$ cat src/hw/rtl/wsfd_pkg.sv
// ----------------------------------------------------------------------------
// WebSocket frame deframer package
// Shared constants and the payload beat type passed from the parser to the
// output stage.
// ----------------------------------------------------------------------------
package wsfd_pkg;

   // Widths of the stream fields.
   localparam int unsigned ByteWidth   = 8;
   localparam int unsigned OpcodeWidth = 4;
   localparam int unsigned LenWidth    = 64;
   localparam int unsigned KeyWidth    = 32;

   // The opcode delivered after reset (text frames).
   localparam logic [OpcodeWidth-1:0] OPCODE_RESET = 4'h1;

   // Seven-bit length codes that announce an extended length.
   localparam logic [6:0] LEN_CODE_EXT16 = 7'd126;
   localparam logic [6:0] LEN_CODE_EXT64 = 7'd127;

   // Number of bytes in each extended length and in the masking key.
   localparam logic [3:0] EXT16_BYTES = 4'd2;
   localparam logic [3:0] EXT64_BYTES = 4'd8;
   localparam logic [2:0] KEY_BYTES   = 3'd4;

   // One delivered payload byte with its frame markers.
   typedef struct packed {
      logic                 valid;
      logic [ByteWidth-1:0] data;
      logic                 last;
      logic                 fin;
   } wsfd_beat_type;

endpackage

$ cat src/hw/rtl/websocket_frame_deframer.sv
// ----------------------------------------------------------------------------
// WebSocket frame deframer
// Parses received WebSocket frames and delivers the unmasked payload bytes of
// frames with the selected opcode.
// ----------------------------------------------------------------------------
// The block takes one received byte per clock cycle while the input is not
// stalled. Each payload byte of an accepted frame appears on the result
// stream in the cycle after its transfer in, held in a single output register;
// the input stalls only while that register is full and not being taken.
// Header bytes, length bytes, masking key bytes and payload bytes of frames
// with any other opcode produce no result, nor do zero-length frames. The
// opcode register is sampled at each frame's first header byte.
module websocket_frame_deframer
   import wsfd_pkg::*;
(
   input  logic                   clock,
   input  logic                   reset,
   // Received bytes.
   input  logic                   req_tvalid,
   output logic                   req_tready,
   input  logic [7:0]             req_tdata,   // [7:0] rx_byte
   // Delivered payload.
   output logic                   rsp_tvalid,
   input  logic                   rsp_tready,
   output logic [7:0]             rsp_tdata,   // [7:0] payload_byte
   output logic                   rsp_tlast,   // frame_last
   output logic                   rsp_tuser,   // [0] frame_fin
   // Accepted opcode register.
   input  logic                   csr_valid,
   output logic                   csr_ready,
   input  logic [OpcodeWidth-1:0] csr_data
);

   logic [OpcodeWidth-1:0] opcode_ff;
   wsfd_beat_type          beat;
   logic                   req_xfer;
   logic                   out_valid_ff, out_valid_in;
   logic [ByteWidth-1:0]   out_data_ff;
   logic                   out_last_ff;
   logic                   out_fin_ff;

   // Accept a byte whenever the output register is free or drains this cycle.
   assign req_tready = !out_valid_ff || rsp_tready;
   assign req_xfer   = req_tvalid && req_tready;
   assign csr_ready  = 1'b1;

   // Accepted opcode register.
   always_ff @(posedge clock) begin
      if (reset) begin
         opcode_ff <= OPCODE_RESET;
      end else if (csr_valid) begin
         opcode_ff <= csr_data;
      end
   end

   wsfd_parser u_parser (
      .clock           (clock),
      .reset           (reset),
      .in_valid        (req_xfer),
      .in_byte         (req_tdata),
      .accepted_opcode (opcode_ff),
      .beat            (beat)
   );

   // Output register: load a new beat, or empty once the last one is taken.
   always_comb begin
      out_valid_in = out_valid_ff && !rsp_tready;
      if (beat.valid) begin
         out_valid_in = 1'b1;
      end
   end

   always_ff @(posedge clock) begin
      if (reset) begin
         out_valid_ff <= 1'b0;
      end else begin
         out_valid_ff <= out_valid_in;
      end
      if (beat.valid) begin
         out_data_ff <= beat.data;
         out_last_ff <= beat.last;
         out_fin_ff  <= beat.fin;
      end
   end

   assign rsp_tvalid = out_valid_ff;
   assign rsp_tdata  = out_data_ff;
   assign rsp_tlast  = out_last_ff;
   assign rsp_tuser  = out_fin_ff;

   // A new result only ever follows a transfer in.
   a_rsp_from_req : assert property (@(posedge clock) disable iff (reset)
      $rose(rsp_tvalid) |-> $past(req_tvalid && req_tready))
      else $error("result appeared without an input transfer");

   // The parser never issues a beat for a byte that was not transferred.
   a_beat_needs_xfer : assert property (@(posedge clock) disable iff (reset)
      beat.valid |-> (req_tvalid && req_tready))
      else $error("parser beat without an input transfer");

   // The opcode register comes out of reset selecting text frames.
   a_opcode_reset : assert property (@(posedge clock)
      $past(reset) |-> (opcode_ff == OPCODE_RESET))
      else $error("opcode register not at its reset value");

   // Output register leaves reset empty.
   a_out_reset : assert property (@(posedge clock)
      $past(reset) |-> !rsp_tvalid)
      else $error("result valid directly after reset");

endmodule

$ cat src/hw/rtl/wsfd_parser.sv
// ----------------------------------------------------------------------------
// WebSocket frame header parser
// Walks the frame header one byte at a time, collects the length and masking
// key, and unmasks payload bytes of frames whose opcode is accepted.
// ----------------------------------------------------------------------------
module wsfd_parser
   import wsfd_pkg::*;
(
   input  logic                   clock,
   input  logic                   reset,
   input  logic                   in_valid,
   input  logic [ByteWidth-1:0]   in_byte,
   input  logic [OpcodeWidth-1:0] accepted_opcode,
   output wsfd_beat_type          beat
);

   typedef enum logic [2:0] {
      PH_HDR0    = 3'd0,
      PH_HDR1    = 3'd1,
      PH_EXTLEN  = 3'd2,
      PH_MASKKEY = 3'd3,
      PH_PAYLOAD = 3'd4
   } phase_type;

   phase_type           phase_ff,     phase_in;
   logic [3:0]          ext_left_ff,  ext_left_in;
   logic [2:0]          key_left_ff,  key_left_in;
   logic [LenWidth-1:0] remaining_ff, remaining_in;
   logic [KeyWidth-1:0] key_ff,       key_in;
   logic [1:0]          key_pos_ff,   key_pos_in;
   logic                masked_ff,    masked_in;
   logic                fin_ff,       fin_in;
   logic                accepted_ff,  accepted_in;

   logic [6:0]           len7;
   logic [3:0]           ext_left_dec;
   logic [2:0]           key_left_dec;
   logic [ByteWidth-1:0] key_byte;
   logic                 len_done;

   // Next-state logic for one received byte.
   always_comb begin
      phase_in     = phase_ff;
      ext_left_in  = ext_left_ff;
      key_left_in  = key_left_ff;
      remaining_in = remaining_ff;
      key_in       = key_ff;
      key_pos_in   = key_pos_ff;
      masked_in    = masked_ff;
      fin_in       = fin_ff;
      accepted_in  = accepted_ff;
      beat         = '0;
      len_done     = 1'b0;
      len7         = in_byte[6:0];
      ext_left_dec = (ext_left_ff != 4'd0) ? ext_left_ff - 4'd1 : 4'd0;
      key_left_dec = (key_left_ff != 3'd0) ? key_left_ff - 3'd1 : 3'd0;

      // The key byte in use sits highest first in the key register.
      case (key_pos_ff)
         2'd0:    key_byte = key_ff[31:24];
         2'd1:    key_byte = key_ff[23:16];
         2'd2:    key_byte = key_ff[15:8];
         default: key_byte = key_ff[7:0];
      endcase

      case (phase_ff)
         PH_HDR1: begin
            masked_in    = in_byte[7];
            key_in       = '0;
            remaining_in = '0;
            if (len7 == LEN_CODE_EXT16) begin
               ext_left_in = EXT16_BYTES;
               phase_in    = PH_EXTLEN;
            end else if (len7 == LEN_CODE_EXT64) begin
               ext_left_in = EXT64_BYTES;
               phase_in    = PH_EXTLEN;
            end else begin
               remaining_in = LenWidth'(len7);
               len_done     = 1'b1;
            end
         end
         PH_EXTLEN: begin
            remaining_in = {remaining_ff[LenWidth-ByteWidth-1:0], in_byte};
            ext_left_in  = ext_left_dec;
            len_done     = (ext_left_dec == 4'd0);
         end
         PH_MASKKEY: begin
            key_in      = {key_ff[KeyWidth-ByteWidth-1:0], in_byte};
            key_left_in = key_left_dec;
            if (key_left_dec == 3'd0) begin
               if (remaining_ff == '0) begin
                  phase_in = PH_HDR0;
               end else begin
                  key_pos_in = 2'd0;
                  phase_in   = PH_PAYLOAD;
               end
            end
         end
         PH_PAYLOAD: begin
            beat.valid   = in_valid & accepted_ff;
            beat.data    = masked_ff ? (in_byte ^ key_byte) : in_byte;
            beat.last    = (remaining_ff[LenWidth-1:1] == '0);
            beat.fin     = fin_ff;
            key_pos_in   = key_pos_ff + 2'd1;
            remaining_in = (remaining_ff != '0) ? remaining_ff - LenWidth'(1) : '0;
            if (remaining_in == '0) begin
               phase_in = PH_HDR0;
            end
         end
         default: begin
            // First header byte; unused phase codes also land here.
            fin_in      = in_byte[7];
            accepted_in = (in_byte[OpcodeWidth-1:0] == accepted_opcode);
            phase_in    = PH_HDR1;
         end
      endcase

      // Once the length is known, move on to the key, the payload or a new frame.
      if (len_done) begin
         if (masked_in) begin
            key_left_in = KEY_BYTES;
            phase_in    = PH_MASKKEY;
         end else if (remaining_in == '0) begin
            phase_in = PH_HDR0;
         end else begin
            key_pos_in = 2'd0;
            phase_in   = PH_PAYLOAD;
         end
      end
   end

   // Parser state advances on every transfer into the block.
   always_ff @(posedge clock) begin
      if (reset) begin
         phase_ff     <= PH_HDR0;
         ext_left_ff  <= '0;
         key_left_ff  <= '0;
         remaining_ff <= '0;
         key_ff       <= '0;
         key_pos_ff   <= '0;
         masked_ff    <= 1'b0;
         fin_ff       <= 1'b0;
         accepted_ff  <= 1'b0;
      end else if (in_valid) begin
         phase_ff     <= phase_in;
         ext_left_ff  <= ext_left_in;
         key_left_ff  <= key_left_in;
         remaining_ff <= remaining_in;
         key_ff       <= key_in;
         key_pos_ff   <= key_pos_in;
         masked_ff    <= masked_in;
         fin_ff       <= fin_in;
         accepted_ff  <= accepted_in;
      end
   end

endmodule
$ cat config.mk
export PLATFORM = sky130hd
export DESIGN_NAME = websocket_frame_deframer
export DESIGN_NICKNAME = d
export VERILOG_FILES = /design/src/hw/rtl/wsfd_pkg.sv /design/src/hw/rtl/websocket_frame_deframer.sv /design/src/hw/rtl/wsfd_parser.sv
export SDC_FILE = /design/constraint.sdc
export NUM_CORES = 1
export LEC_CHECK = 0
export BUFFER_PORTS_ARGS = -buffer_cell sky130_fd_sc_hd__buf_2
export CAP_MARGIN = 30
export CORE_MARGIN = 3
export CORE_UTILIZATION = 24
export CTS_CLUSTER_SIZE = 10
export DETAILED_ROUTE_END_ITERATION = 12
export SLEW_MARGIN = 20
export SYNTH_ARGS = -nofsm -noshare
export SYNTH_HDL_FRONTEND = slang
export SYNTH_SLANG_ARGS = --single-unit
$ cat constraint.sdc
create_clock -name clock -period 5.5 [get_ports clock]
set_input_delay 1.1 -clock clock [delete_from_list [all_inputs] [get_ports clock]]
set_output_delay 1.1 -clock clock [all_outputs]
set_load 0.05 [all_outputs]
==> results of run 1 <==
[synthesized netlist by cell type, types with 7 or more instances]
cell type,n,area share (%)
nand2_1,146,5.7
o21ai_0,92,4.8
inv_1,17,0.66
nor4_1,49,3.2
ha_1,8,1.0
edfxtp_1,10,3.1
xnor2_1,30,2.7
o31ai_1,8,0.62
nand3_1,63,3.3
a211o_1,7,0.63
o22ai_1,16,1.0
nor3_1,69,3.6
dfxtp_1,116,24
a222oi_1,9,0.93
nor2_1,170,6.6
nand4_1,25,1.6
or2_2,9,0.58
a22oi_1,24,1.9
or4_1,18,1.4
a21oi_1,138,7.1
a31oi_1,9,0.58
buf_1,9,0.35
clkbuf_1,131,5.1
and3_1,9,0.58
xor2_1,28,2.5
nand2b_1,17,1.1
a21boi_0,12,0.93
a211oi_1,11,0.85
or3_1,15,0.97
mux2i_1,15,1.5
[worst max-delay path by stage]
stage,start,end,slack [ps],cells after the start
finish,u_parser.remaining_ff[33],u_parser.phase_ff[2],1060,10
global route,u_parser.remaining_ff[33],u_parser.key_pos_ff[1],850,10
CTS,u_parser.remaining_ff[2],u_parser.phase_ff[1],1180,11
detailed placement,u_parser.remaining_ff[2],u_parser.phase_ff[0],1200,11
global placement,u_parser.remaining_ff[19],u_parser.phase_ff[1],1140,11
floorplan,u_parser.remaining_ff[0],u_parser.phase_ff[0],1860,12
[layer usage]
metal | part of all wire (%) | vias to the layer above
li1 | - | 5011
met1 | 43 | 5369
met2 | 43 | 673
met3 | 9.3 | 134
met4 | 4.8 | 0
met5 | 0 | -
[area by class of cell]
type                            count  area (um^2)  share of cell area [%]
Clock inverter                     15          151                    1.40
Multi-Input combinational cell   1117         6450                    59.6
Inverter                           18         67.6                   0.624
Timing Repair Buffer               68          457                    4.22
Sequential cell                   126         2630                    24.3
Clock buffer                       17          425                    3.93
Tap cell                          518          648                    5.99
[placed cells by master (no fill, tap or decap), types with 9 or more instances in the layout]
cell type and n:
a21boi_0 12, buf_4 38, a21oi_1 138, and3_1 9
xor2_1 28, or3_1 15, mux2i_1 15, inv_1 17
clkbuf_16 17, o22ai_1 16, a222oi_1 9, edfxtp_1 10
nor2_1 168, a31oi_1 9, xnor2_1 30, nand4_1 25
or4_1 18, buf_2 28, nor4_1 49, nand2_1 145
or2_2 9, nand3_1 63, dfxtp_1 114, a22oi_1 24
o21ai_0 92, a211oi_1 11, nand2b_1 17, nor3_1 69
[per-stage QoR]
step | instances | setup WS [ps] | area, um^2 | util [%]
after floorplan | 1407 | 1860 | 9690 | -
after global placement | 1844 | 1140 | 10200 | 26.0
after detailed placement | 1846 | 1200 | 10200 | 26.1
after CTS | 1878 | 1180 | 10800 | 27.5
after global routing | 1879 | 847 | 10800 | 27.5
final | 1879 | 1060 | 10800 | 27.5
[cells by family after synthesis]
group                    after synthesis  share of synthesized area (%)
AND/OR/NAND/NOR                      636                           32.6
AO/OA/AOI/OAI                        397                           25.7
multiplexers                          16                           1.67
buffers and inverters                164                           6.52
flip-flops                           126                           27.1
other                                  1                         0.0387
adder cells (fa/ha/maj)                9                           1.14
XOR/XNOR                              58                           5.24
[flip-flops by register name, indices dropped and copies added (netlist names)]
name	count
opcode_ff	4
u_parser.fin_ff	1
rsp_tuser	1
u_parser.masked_ff	1
rsp_tdata	8
u_parser.phase_ff	3
u_parser.ext_left_ff	4
u_parser.key_ff	32
rsp_tlast	1
u_parser.key_pos_ff	2
rsp_tvalid	1
u_parser.key_left_ff	3
u_parser.accepted_ff	1
u_parser.remaining_ff	64
[worst max-delay path: stages, from the launching register on]
cell and delay, ps:
dfxtp_1 440, nor4_1 680, nand4_1 510, nor4_2 600
a21o_1 600, nor3_1 140, a211oi_2 330, o2111ai_1 270
a2111oi_4 430, a21oi_1 120, o21a_1 210
[power by group]
group	switching, mW	leakage [nW]	internal [mW]
combinational	3.45	2.45	1.64
clock	0.528	0.282	0.603
sequential	0.344	1.03	1.03
==> flow_summary.ini, run 1 <==
[cts]
post_cts_buffers = 0
clock_path_buffers = 2
hold_buffers = 0
clock_latency_ps = 440
cts_made_buffers = 17
cts.sinks = 126
htreeDepth = 4
clk_pin_slew_worst_paths_ps = 70
cts_tree = yes
cts_root_buf = clkbuf_16
cts.repair.resized = 0

[synth]
avgSynthCellArea_um2 = 6.89
synth_cell_type_count = 81
synth_area_um2 = 9690
ys.flop_type = dfxtp_1
ys_warn_count = 0
synth-seq-cells = 126
synth_seq_area_share_pct = 27.1
async_flop_share_pct = 0
synth_edf_count = 10
synthCells = 1407
synth_nets = 1432

[placement]
io_buffers = 28
post-dp-hpwl_mm = 31.6
place_congestion = 1.04

[global_route]
grtUsageTotal_pct = 20.1
antenna_found_initial = 0
grt-ovfl-total = 0
grt-busiest-layer = met2
grtUsageMet1_pct = 27.7
grtUsageMet3_pct = 3.94
use_met2_pct = 29.9
grt_max_degree = 85
grt_pass1_vias = 10074
grt_pass1_wl_mm = 65.3

[sta]
setup_viol = 0
rsz0062_at_grt = false
slew_headroom_pct = 32.9
fmax_mhz = 225
skew_ps = 12.3
worst_pin_slew_ps = 1000
finalSetupTns_ps = 0
final_hold_viol_count = 0
whs_ps = 456
min_period_over_period_pct = 80.7
slew_violations = 0
min_period_ps = 4440

[worst_setup_path]
path_max_fanout = 15
rr_worst_depth = 10
crit_required_ps = 5830
critPathArrivalTime_ps = 4770
start_kind = register
crit_type = reg -> reg
rrSetupSlack_ps = 1060
worst_setup_path_end_kind = register
r2r_start = u_parser.remaining_ff[33]
r2r_end = u_parser.phase_ff[2]

[drt]
drtIter0Drc = 1630
drtAntennaViolNets = 0
wl_mm = 43.8
routed_via_density = 5.95
route.detailed.drc = 0
dr.pass1.iters = 6
vias = 11187
wl_per_cell_um = 23.3

[die]
die_area_um2 = 42800
start_util_pct = 24.7
rows = 72
fp.dieW_um = 207
die_h_um = 207
io_pins = 30
coreArea_um2 = 39300

[power_and_ir_drop]
powerDensity_nw_per_um2 = 703
p_leak_nw = 3.77
power_mw = 7.60
ir_worst_vdd_mv = 0.334

[cells_and_area]
diodes = 0
drive_gt1_share_pct = 9.85
fin_nets = 1373
area_delta_synth_final_pct = 11.6
fill_cells = 4394

[min_path]
hold_class = reg -> reg
hp-start = u_parser.key_ff[26]
whs_endpoint = u_parser.key_ff[26]
whs_path_depth = 2

[status]
status = finished clean

[run]
maxCapViolations = 0
(Power assumes the default switching activity.)
==> run 2: changes to the inputs <==
==> constraint.sdc (replaced) <==
create_clock -name clock -period 3.7 [get_ports clock]
set_input_delay 0.74 -clock clock [delete_from_list [all_inputs] [get_ports clock]]
set_output_delay 0.74 -clock clock [all_outputs]
set_load 0.05 [all_outputs]
==> run 2 against run 1 <==
Clock-buffer cell count is the same. Non-clock buffer count increased by 171. Wire length is 7.6% higher. Clock skew is 4.2 ps higher. Register-to-register slack lost 1000 ps. Combinational power grew 98%. Sequential cell count did not move. Critical path depth increased by 1. Via count is 6.6% higher. Sequential share of layout area decreased by 3.0 points. Critical path type unchanged. Largest cell class unchanged.
==> flow_summary.ini, run 2 (synthesized netlist as in run 1, its figures left out) <==
[drt]
wl_mm = 47.1
wl_per_cell_um = 23.0
drtAntennaViolNets = 0
drtIter0Drc = 1698
vias = 11929
routed_via_density = 5.82
dr.pass1.iters = 6
route.detailed.drc = 0

[worst_setup_path]
critPathArrivalTime_ps = 3980
path_max_fanout = 3
worst_setup_path_end_kind = register
start_kind = register
crit_required_ps = 4040
crit_type = reg -> reg

[cells_and_area]
layout_commonest_cell = buf_4
finalInstanceArea_um2 = 12400
area_delta_synth_final_pct = 27.5
drive_gt1_share_pct = 21.4
fin_nets = 1544
largest_register_ff_count = 64
layout_common_cells = buf_4 (207), nor2_1 (167), nand2_1 (145), a21oi_1 (138), dfxtp_1 (112)
diodes = 0
final_util_pct = 31.5
largest_register = u_parser.remaining_ff

[placement]
place_congestion = 1.03
io_buffers = 28
post-dp-hpwl_mm = 35.1
post_dp_cell_area_um2 = 11500
place_ws_ps = -11.6

[status]
status = finished clean

[power_and_ir_drop]
p_seq_share_pct = 13.0
combPwrFrac_pct = 74.0
powerDensity_nw_per_um2 = 1100
p_sw_share_pct = 52.7
internal-power_mw = 6.44
power_mw = 13.6
switchingPower_mw = 7.16
p_clk_share_pct = 13.0
ir_worst_vdd_mv = 0.393
p_leak_nw = 4.70

[die]
io_pins = 30
die_h_um = 207
start_util_pct = 24.7
coreArea_um2 = 39300
rows = 72
die_area_um2 = 42800
fp.dieW_um = 207

[sta]
slew_headroom_pct = 43.2
final.setup.worst_slack_ps = 57.8
fmax_mhz = 275
finalSetupTns_ps = 0
final_hold_viol_count = 0
setup_viol = 0
worst_pin_slew_ps = 852
skew_ps = 16.5
rsz0062_at_grt = false
slew_violations = 0
min_period_over_period_pct = 98.4
min_period_ps = 3640

[global_route]
grt_pass1_wl_mm = 70.8
grt_pass1_vias = 11054
grtUsageTotal_pct = 21.7
grt-ovfl-total = 0
grt_max_degree = 70
antenna_found_initial = 0

[cts]
cts.sinks = 126
clock_latency_ps = 450
clk_pin_slew_worst_paths_ps = 80
cts_tree = yes
clock_path_buffers = 2
htreeDepth = 4
cts_root_buf = clkbuf_16
cts_made_buffers = 17

[min_path]
hold_class = reg -> reg

[run]
maxCapViolations = 0
run 2: what timing repair did:
| item | CTS | global route |
|---|---|---|
| pin swaps | 0 | 10 |
| gates resized for setup | 2 | 35 |
| cloned | 0 | 1 |
| setup buffers | 0 | 5 |
| setup endpoints to repair | 3 | 5 |
| hold buffers | 0 | 0 |
run 2: per-stage QoR:
stage | cells | hold slack [ps]
floorplan | 1407 | 431
detailed placement | 2012 | 444
global placement | 2012 | 438
finish | 2050 | 456
global route | 2050 | 470
CTS | 2044 | 455
run 2: power by group through the flow:
stage	Sequential (mW)	Clock, mW	Combinational [mW]
finish	1.77	1.77	10.1
global placement	1.77	0	9.31
detailed placement	1.78	0	9.21
floorplan	1.63	0	5.05
global route	1.79	1.85	10.5
CTS	1.75	1.79	9.27
run 2: path summary, 6_finish.rpt:
| check | start | to | slack, ps | depth (start not counted) |
|---|---|---|---|---|
| max | u_parser.remaining_ff[39] | u_parser.phase_ff[2] | 60 | 11 |
| min | u_parser.key_ff[27] | u_parser.key_ff[27] | 460 | 2 |
| max reg2reg | u_parser.remaining_ff[39] | u_parser.phase_ff[2] | 60 | 11 |
| min reg2reg | u_parser.key_ff[27] | u_parser.key_ff[27] | 460 | 2 |
run 2: final cells by class:
class                   instances  area [um^2]
clock buffers                  17          425
clock inverters                15          190
fillers                      4334        26900
inverters                      18         67.6
multi-input cells            1117         6640
flip-flops and latches        126         2630
well taps                     518          648
repair buffers                239         1760
run 2: critical path, stage by stage, from the launching register on:
cell	delay, ps
dfxtp_1	320
or4_4	570
or4b_4	580
or3_4	410
buf_4	170
or3_1	440
a21oi_1	220
o21ai_1	110
nor4_1	150
and4b_1	290
a21oi_1	90
o21a_1	200
run 2: metal layers:
layer  vias to the layer above  wire, um  GRT usage (%)
li1                       5357         -              -
met5                         -         0              0
met3                       135      4400           4.05
met2                       739     20200           32.8
met1                      5698     20500           30.5
met4                         0      1960           8.45
==> run 3: changes to the inputs <==
--- a/config.mk
+++ b/config.mk
@@ -7,7 +7,7 @@
 export LEC_CHECK = 0
 export BUFFER_PORTS_ARGS = -buffer_cell sky130_fd_sc_hd__buf_2
 export CAP_MARGIN = 30
-export CORE_MARGIN = 3
+export CORE_MARGIN = 5
 export CORE_UTILIZATION = 24
 export CTS_CLUSTER_SIZE = 10
 export DETAILED_ROUTE_END_ITERATION = 12
==> run 3 against run 2 <==
The run now ends with setup timing left. Sequential share of layout area grew 0.48 points. Die area grew 3.9%. First-iteration DRC count shrank 1.7%. Largest power group unchanged. Final cell count shrank 1.1%. Critical endpoint is now u_parser.phase_ff[1]. Clock skew shrank 0.55 ps.
==> flow_summary.ini, run 3 (synthesized netlist as in run 1, its figures left out) <==
[sta]
worst_pin_slew_ps = 752
skew_ps = 15.9
final.setup.worst_slack_ps = -14.7
slew_headroom_pct = 49.4
setup_viol = 1
min_period_over_period_pct = 100
final_hold_viol_count = 0
min_period_ps = 3710
rsz0062_at_grt = false
slew_violations = 0
finalSetupTns_ps = -14.7
whs_ps = 454
fmax_mhz = 269

[drt]
wl_mm = 45.4
drtIter0Drc = 1669
wl_per_cell_um = 22.4
routed_via_density = 5.82
route.detailed.drc = 0
drtAntennaViolNets = 0
vias = 11795
dr.pass1.iters = 6

[worst_setup_path]
worst_setup_path_end_kind = register
r2r_start = u_parser.remaining_ff[13]
critPathArrivalTime_ps = 4030
rr_worst_depth = 11
crit_required_ps = 4020
path_max_fanout = 4
start_kind = register
cp-startpoint = u_parser.remaining_ff[13]
crit_end = u_parser.phase_ff[1]
crit_type = reg -> reg
r2r_end = u_parser.phase_ff[1]
rrSetupSlack_ps = -10

[power_and_ir_drop]
powerDensity_nw_per_um2 = 1070
p_seq_share_pct = 13.8
internal-power_mw = 6.05
p_clk_share_pct = 13.6
combPwrFrac_pct = 72.7
p_sw_share_pct = 53.1
p_leak_nw = 4.54
switchingPower_mw = 6.85
ir_worst_vdd_mv = 0.419

[die]
start_util_pct = 24.3
rows = 73
die_area_um2 = 44500
coreArea_um2 = 39800
io_pins = 30
die_h_um = 211
fp.dieW_um = 211

[cells_and_area]
area_delta_synth_final_pct = 24.5
layout_common_cells = buf_4 (181), nor2_1 (168), nand2_1 (145), a21oi_1 (137), dfxtp_1 (114)
drive_gt1_share_pct = 19.2
fin_nets = 1515
final_util_pct = 30.3
finalInstanceArea_um2 = 12100
layout_commonest_cell = buf_4
largest_register = u_parser.remaining_ff
diodes = 0
largest_register_ff_count = 64

[cts]
cts_made_buffers = 17
clock_latency_ps = 450
post_cts_buffers = 0
clock_path_buffers = 2
cts_root_buf = clkbuf_16
cts.repair.resized = 0
htreeDepth = 4
cts_tree = yes
cts.sinks = 126
hold_buffers = 0
clk_pin_slew_worst_paths_ps = 80

[placement]
post-dp-hpwl_mm = 33.7
place_congestion = 1.07
io_buffers = 28
post_dp_cell_area_um2 = 11300

[global_route]
grtUsageTotal_pct = 19.8
grt_pass1_wl_mm = 68.6
grt_pass1_vias = 11128
antenna_found_initial = 1
grt-ovfl-total = 0
grt_max_degree = 63

[status]
status = complete, but fails checks
violations = setup timing

[run]
maxCapViolations = 0

[min_path]
hold_class = reg -> reg
-- run 3: worst min path at each step --
| stage | startpoint | end | slack (ps) | depth (start not counted) |
|---|---|---|---|---|
| floorplan | u_parser.key_ff[24] | u_parser.key_ff[24] | 430 | 2 |
| global placement | u_parser.key_ff[25] | u_parser.key_ff[25] | 440 | 2 |
| detailed placement | u_parser.key_ff[27] | u_parser.key_ff[27] | 450 | 2 |
| CTS | u_parser.key_ff[27] | u_parser.key_ff[27] | 460 | 2 |
| global route | u_parser.key_ff[27] | u_parser.key_ff[27] | 480 | 2 |
| finish | u_parser.key_ff[27] | u_parser.key_ff[27] | 450 | 2 |
-- run 3: power by group through the flow --
stage | Sequential (mW) | Combinational (mW) | Clock [mW]
2_1_floorplan | 1.63 | 5.05 | 0
3_3_place_gp | 1.79 | 8.87 | 0
3_5_place_dp | 1.79 | 8.81 | 0
4_1_cts | 1.76 | 8.86 | 1.77
5_1_grt | 1.80 | 9.79 | 1.82
6_report | 1.78 | 9.37 | 1.75
-- run 3: through the flow --
stage	setup slack, ps	power (mW)	cells
detailed placement	44.2	10.6	1996
finish	-14.7	12.9	2028
global route	1.16	13.4	2028
global placement	80.1	10.7	1996
floorplan	57.5	6.68	1407
CTS	32.4	12.4	2028
-- run 3: worst max-delay path, cell delays in order (launching register included) --
cell     delay [ps]
dfxtp_1         360
nor4_1          490
nand4_1         360
or4_1           640
xnor2_1         170
or3b_2          490
nor4_1          360
a31oi_1         190
a21oi_2         140
buf_4           140
mux2i_1         200
nor2_1           50
-- run 3: final cells by class --
type | count | area [um^2]
repair buffers | 210 | 1530
clock inverters | 15 | 198
inverters | 18 | 67.6
multi-input cells | 1117 | 6560
fillers | 4371 | 27800
well taps | 525 | 657
flip-flops and latches | 126 | 2630
clock buffers | 17 | 425
-- run 3: routing by layer --
layer  vias to the layer above  part of all wire [%]  global-route usage (%)
li1                       5302                     -                       -
met1                      5561                    42                    27.3
met2                       793                    44                    30.4
met3                       139                    10                    3.56
met4                         0                   4.2                    8.16
met5                         -                     0                       0
